===== src/hdl/nbprt_pkg.sv =====
`default_nettype none

package nbprt_pkg;

   // Fixed geometry and field widths.
   localparam int PAGES_PER_BLOCK = 32;
   localparam int PAGE_IDX_W      = 5;
   localparam int CFG_W           = 11;
   localparam int CSR_IDX_W       = 1;
   localparam int ADDR_W          = 31;
   localparam int RES_W           = 25;
   localparam int BLOCK_W         = 12;
   localparam int PAGE_NUM_W      = 8;
   localparam int KEY_W           = BLOCK_W + PAGE_IDX_W;

   // Configuration register indexes and reset values.
   localparam logic [CSR_IDX_W-1:0] CSR_IDX_TOTAL    = 1'b0;
   localparam logic [CSR_IDX_W-1:0] CSR_IDX_RESERVED = 1'b1;
   localparam logic [CFG_W-1:0]     TOTAL_RESET      = 11'd1024;
   localparam logic [CFG_W-1:0]     RESERVED_RESET   = 11'd32;

   // Request opcodes.
   localparam logic [1:0] OP_RESERVE_META = 2'd0;
   localparam logic [1:0] OP_MAIN_META    = 2'd1;
   localparam logic [1:0] OP_LOG_TO_PHYS  = 2'd2;
   localparam logic [1:0] OP_PHYS_TO_LOG  = 2'd3;

   typedef struct packed {
      logic [1:0]            opcode;
      logic                  is_bad;
      logic                  is_empty;
      logic [BLOCK_W-1:0]    block_number;
      logic [PAGE_NUM_W-1:0] page_number;
      logic [ADDR_W-1:0]     address;
   } req_payload_type;

   typedef struct packed {
      logic             found;
      logic [RES_W-1:0] result_address;
   } rsp_payload_type;

   // Commands from the sequencer to the datapath, one step each.
   typedef struct packed {
      logic clr_step;
      logic capture;
      logic res_update;
      logic main_map;
      logic main_commit;
      logic div_back;
      logic div_fix;
      logic lookup;
      logic scale;
      logic finish;
   } ctrl_cmd_type;

   typedef struct packed {
      logic clr_last;
      logic slot_free;
   } ctrl_status_type;

endpackage

`default_nettype wire


===== src/hdl/nbprt_ctrl.sv =====
`default_nettype none

module nbprt_ctrl import nbprt_pkg::*; (
   input  wire logic            clock,
   input  wire logic            reset,
   input  wire logic            req_valid,
   input  wire logic [1:0]      req_opcode,
   output logic                 req_ready,
   input  wire ctrl_status_type status,
   output ctrl_cmd_type         cmd
);

   localparam logic [3:0] S_CLEAR       = 4'd0;
   localparam logic [3:0] S_IDLE        = 4'd1;
   localparam logic [3:0] S_RES_WR      = 4'd2;
   localparam logic [3:0] S_MAIN_MAP    = 4'd3;
   localparam logic [3:0] S_MAIN_COMMIT = 4'd4;
   localparam logic [3:0] S_DIV_BACK    = 4'd5;
   localparam logic [3:0] S_DIV_FIX     = 4'd6;
   localparam logic [3:0] S_LOOKUP      = 4'd7;
   localparam logic [3:0] S_SCALE       = 4'd8;
   localparam logic [3:0] S_FINISH      = 4'd9;

   logic [3:0] state_ff, state_in;

   always_comb begin
      cmd       = '0;
      req_ready = 1'b0;
      state_in  = state_ff;
      unique case (state_ff)
         S_CLEAR: begin
            cmd.clr_step = 1'b1;
            if (status.clr_last) begin
               state_in = S_IDLE;
            end
         end
         S_IDLE: begin
            req_ready = 1'b1;
            if (req_valid) begin
               cmd.capture = 1'b1;
               unique case (req_opcode)
                  OP_RESERVE_META: state_in = S_RES_WR;
                  OP_MAIN_META:    state_in = S_MAIN_MAP;
                  OP_LOG_TO_PHYS:  state_in = S_DIV_BACK;
                  OP_PHYS_TO_LOG:  state_in = S_DIV_BACK;
               endcase
            end
         end
         S_RES_WR: begin
            cmd.res_update = 1'b1;
            state_in = S_IDLE;
         end
         S_MAIN_MAP: begin
            cmd.main_map = 1'b1;
            state_in = S_MAIN_COMMIT;
         end
         S_MAIN_COMMIT: begin
            cmd.main_commit = 1'b1;
            state_in = S_IDLE;
         end
         S_DIV_BACK: begin
            cmd.div_back = 1'b1;
            state_in = S_DIV_FIX;
         end
         S_DIV_FIX: begin
            cmd.div_fix = 1'b1;
            state_in = S_LOOKUP;
         end
         S_LOOKUP: begin
            cmd.lookup = 1'b1;
            state_in = S_SCALE;
         end
         S_SCALE: begin
            cmd.scale = 1'b1;
            state_in = S_FINISH;
         end
         S_FINISH: begin
            if (status.slot_free) begin
               cmd.finish = 1'b1;
               state_in = S_IDLE;
            end
         end
         default: begin
            state_in = S_IDLE;
         end
      endcase
   end

   always_ff @(posedge clock) begin
      if (reset) begin
         state_ff <= S_CLEAR;
      end else begin
         state_ff <= state_in;
      end
   end

`ifndef SYNTH
   a_finish_slot_free: assert property (@(posedge clock) disable iff (reset)
      cmd.finish |-> status.slot_free)
      else $error("result loaded over an untaken result");

   a_clear_complete: assert property (@(posedge clock) disable iff (reset)
      (state_ff == S_IDLE && $past(state_ff == S_CLEAR)) |-> $past(status.clr_last))
      else $error("clearing pass left before the last entry");

   a_one_command: assert property (@(posedge clock) disable iff (reset)
      $onehot0(cmd))
      else $error("more than one datapath command at once");
`endif

endmodule

`default_nettype wire


===== config.mk =====
export PLATFORM = sky130hd
export DESIGN_NAME = nbprt_ctrl
export DESIGN_NICKNAME = d
export VERILOG_FILES = /design/src/hdl/nbprt_pkg.sv /design/src/hdl/nbprt_ctrl.sv
export SDC_FILE = /design/constraint.sdc
export NUM_CORES = 1
export LEC_CHECK = 0
export ABC_AREA = 1
export BUFFER_PORTS_ARGS = -buffer_cell sky130_fd_sc_hd__buf_2
export CORE_AREA = 2 2 39 41
export DETAILED_ROUTE_END_ITERATION = 16
export DIE_AREA = 0 0 41 43
export PLACE_DENSITY = 0.58
export SLEW_MARGIN = 5
export SYNTH_ARGS = -nofsm -noshare
export SYNTH_HDL_FRONTEND = slang
export SYNTH_SLANG_ARGS = --single-unit

===== constraint.sdc =====
create_clock -name clock -period 1.25 [get_ports clock]
set_input_delay 0 -clock clock [delete_from_list [all_inputs] [get_ports clock]]
set_output_delay 0 -clock clock [all_outputs]
set_load 0.01 [all_outputs]

==> run metrics <==
hold slack=0.08111 ns; CP max-delay cell=dfxtp_1; die width=41 um; fin crit period=1.136 ns; Worst-Margin Slew=0.2250 ns; total track usage=10.75%; num rows=14; Seq/Total Area, Yosys=22.54%; final WL=884 um; Worst-path clk slew=0.03 ns; vias in the first global route=364; CTS Root Cell=clkbuf_4; WP data required=1.25 ns; first-pass GRT wire length=1276 um; # Max-Cap Violations=0; Cell Pwr Density=914.5 mW/mm^2; crit path capture=cmd[7]; Synth area leaders=dfxtp_1 23%, nor2_1 19%, inv_1 16%; core box area=0.001384 mm^2; DRC violations left=0; post-synth cell types=13; clock sinks=4; Post-Syn Area=355.3 um^2; CP Capture Type=output pin; leading area contributor after synthesis=dfxtp_1; final instance area=501.7 um^2; number of flip-flops in the largest register=4; Max Slew Vio Count=0; Async S/R FF share, synth=0%; most numerous cell in the Yosys netlist=nor2_1; WS Path Type=flop to output pin; arrival time at the worst endpoint=1.14 ns; sw frac=34.02%; share of layout cells above drive strength 1=38.20%; TritonCTS clock tree=done; Syn-to-layout area delta=41.20%; DR vias/cell=4.076; H-tree depth=1; final hold viol count=0; Post-synth top cells=18 x nor2_1, 15 x inv_1, 15 x nand2_1; Pre-antenna DRT Iters=4; fmax=0.8806 GHz; endpoints failing setup=0; I/O Pins=18; Seq cells post-synth=4; Crit Path Max Fanout=5; Crit Reg-Reg Endpoint=state_ff[0]$_SDFFE_PP0P_; max incr delay on CP=0.33 ns; worst reg2reg startpoint=state_ff[3]$_SDFFE_PP0P_; Worst setup startpoint=state_ff[3]$_SDFFE_PP0P_; Synth Flop Type=dfxtp_1; setup bufs post-CTS=0; top-area cell type share of the netlist area=22.54%; min-delay worst type=input port to flop; die height=43 um; Clock Power Share=35.3%; Gate Count Post-Synth=68; Final period util=90.85%; clock buffer depth=2; initial drt markers=12; clock buffer count from CTS=3; Rel. slew slack=84.98%; # diodes=0; Yosys Warn Count=0; Synth Area per Inst=5.226 um^2; clock skew=0.004361 ns; Port Buffers=17; Leak Pwr=0.3485 nW; RSZ-0062 raised after global routing=true; post-synth net total=75; Area after DPL=460.4 um^2; Most flops, register=state_ff; crit path launch type=flop; flop-to-flop setup slack=0.13 ns; largest net degree at the start of global routing=6; die area=0.001763 mm^2; Initial Util=25.68%; initial antenna violation count=0; Net Sw Power=0.1561 mW; Antenna Nets Post-Route=0; GRT Residual Overflow=0; Routed WL per cell=8.419 um; number of synthesized flops with an enable pin=0; peak supply drop=0.2759 mV; Worst-Skew Late Latency=0.24 ns; internal power consumption=0.3027 mW; RD Place Congestion=0.7359; HPWL after DPL=748.7 um; Layout Nets=98; Sequential Power Share=32.4%; status=finished clean; Reg2Reg Depth=9; Largest regs=state_ff x4; CP Cell Sequence=nor2_2 -> inv_1 -> nor2_1 -> buf_2; Via Count=428; Comb power frac=32.3%
layout make-up:
cell class              instances  area, um^2
inverters                      18       68.82
flip-flops and latches          4       81.33
well taps                      16       20.02
multi-input cells              46       214.0
clock buffers                   3       22.52
repair buffers                 18       95.09
fillers                       162       882.1
worst max-delay path, delay by kind of cell (launching register included):
kind | cells | cell delay [ns]
flip-flops | 1 | 0.33
AND/OR/NAND/NOR | 2 | 0.33
buffers and inverters | 2 | 0.24
kinds of logic after synthesis:
| kind of cell | count (synthesis) | synth area share (%) |
|---|---|---|
| DFF | 4 | 22.54 |
| buffers and inverters | 18 | 19.36 |
| AOI/OAI and AO/OA | 1 | 1.407 |
| and+or+nand+nor | 45 | 56.69 |
placed cells by master, fill, tap and decap left out:
cell type and n:
nand3_1 3, dfxtp_2 1, and3_1 1, buf_2 17, nor2_4 1, nand2_1 15, clkinv_2 1, nor2_1 15
inv_1 15, dlygate4sd3_1 1, inv_2 2, nor2_2 7, o21ai_0 1, nand2_2 2, nand3b_1 1, dfxtp_1 3
clkbuf_4 3
repair_timing:
item / in CTS / in global routing
resized for setup: 0 / 4
hold endpoints to repair: 2 / 0
hold buffers: 1 / 0
endpoints found under the setup margin: 0 / 3
power by group through the flow:
stage | clock network (mW) | logic, mW | registers [mW]
global placement | 0 | 0.143 | 0.149
CTS | 0.166 | 0.148 | 0.147
finish | 0.162 | 0.148 | 0.149
detailed placement | 0 | 0.145 | 0.149
global route | 0.169 | 0.171 | 0.150
floorplan | 0 | 0.0985 | 0.148
how the worst min path moves through the flow:
stage	start	end	slack (ns)	cells after the start
CTS	status[0]	state_ff[3]$_SDFFE_PP0P_	0.08	4
finish	status[0]	state_ff[3]$_SDFFE_PP0P_	0.08	4
detailed placement	reset	state_ff[2]$_SDFFE_PP0P_	0.20	2
floorplan	reset	state_ff[2]$_SDFFE_PP0P_	0.07	1
global route	status[0]	state_ff[3]$_SDFFE_PP0P_	0.14	4
global placement	reset	state_ff[2]$_SDFFE_PP0P_	0.20	2
layer usage:
| metal | part of all wire, % | wire (um) | vias up | global-route usage, % |
|---|---|---|---|---|
| met1 | 40 | 352 | 180 | 10.32 |
| met2 | 53 | 471 | 10 | 19.69 |
| met3 | 4.4 | 39 | 2 | 0 |
| li1 | - | - | 236 | - |
| met5 | 0 | 0 | - | 0 |
| met4 | 2.4 | 21 | 0 | 8.000 |
through the flow:
stage | setup TNS, ns | total power [mW] | setup WS [ns] | std cells | util [%]
6_report | 0 | 0.4588 | 0.1144 | 105 | 36.26
2_1_floorplan | 0 | 0.2461 | 0.1919 | 68 | -
5_1_grt | -0.006730 | 0.4892 | -0.006730 | 105 | 36.26
3_3_place_gp | 0 | 0.2927 | 0.06359 | 101 | 33.27
4_1_cts | 0 | 0.4606 | 0.06303 | 105 | 35.62
3_5_place_dp | 0 | 0.2938 | 0.1026 | 101 | 33.27
Note: power is estimated with default switching activity, not from simulation.
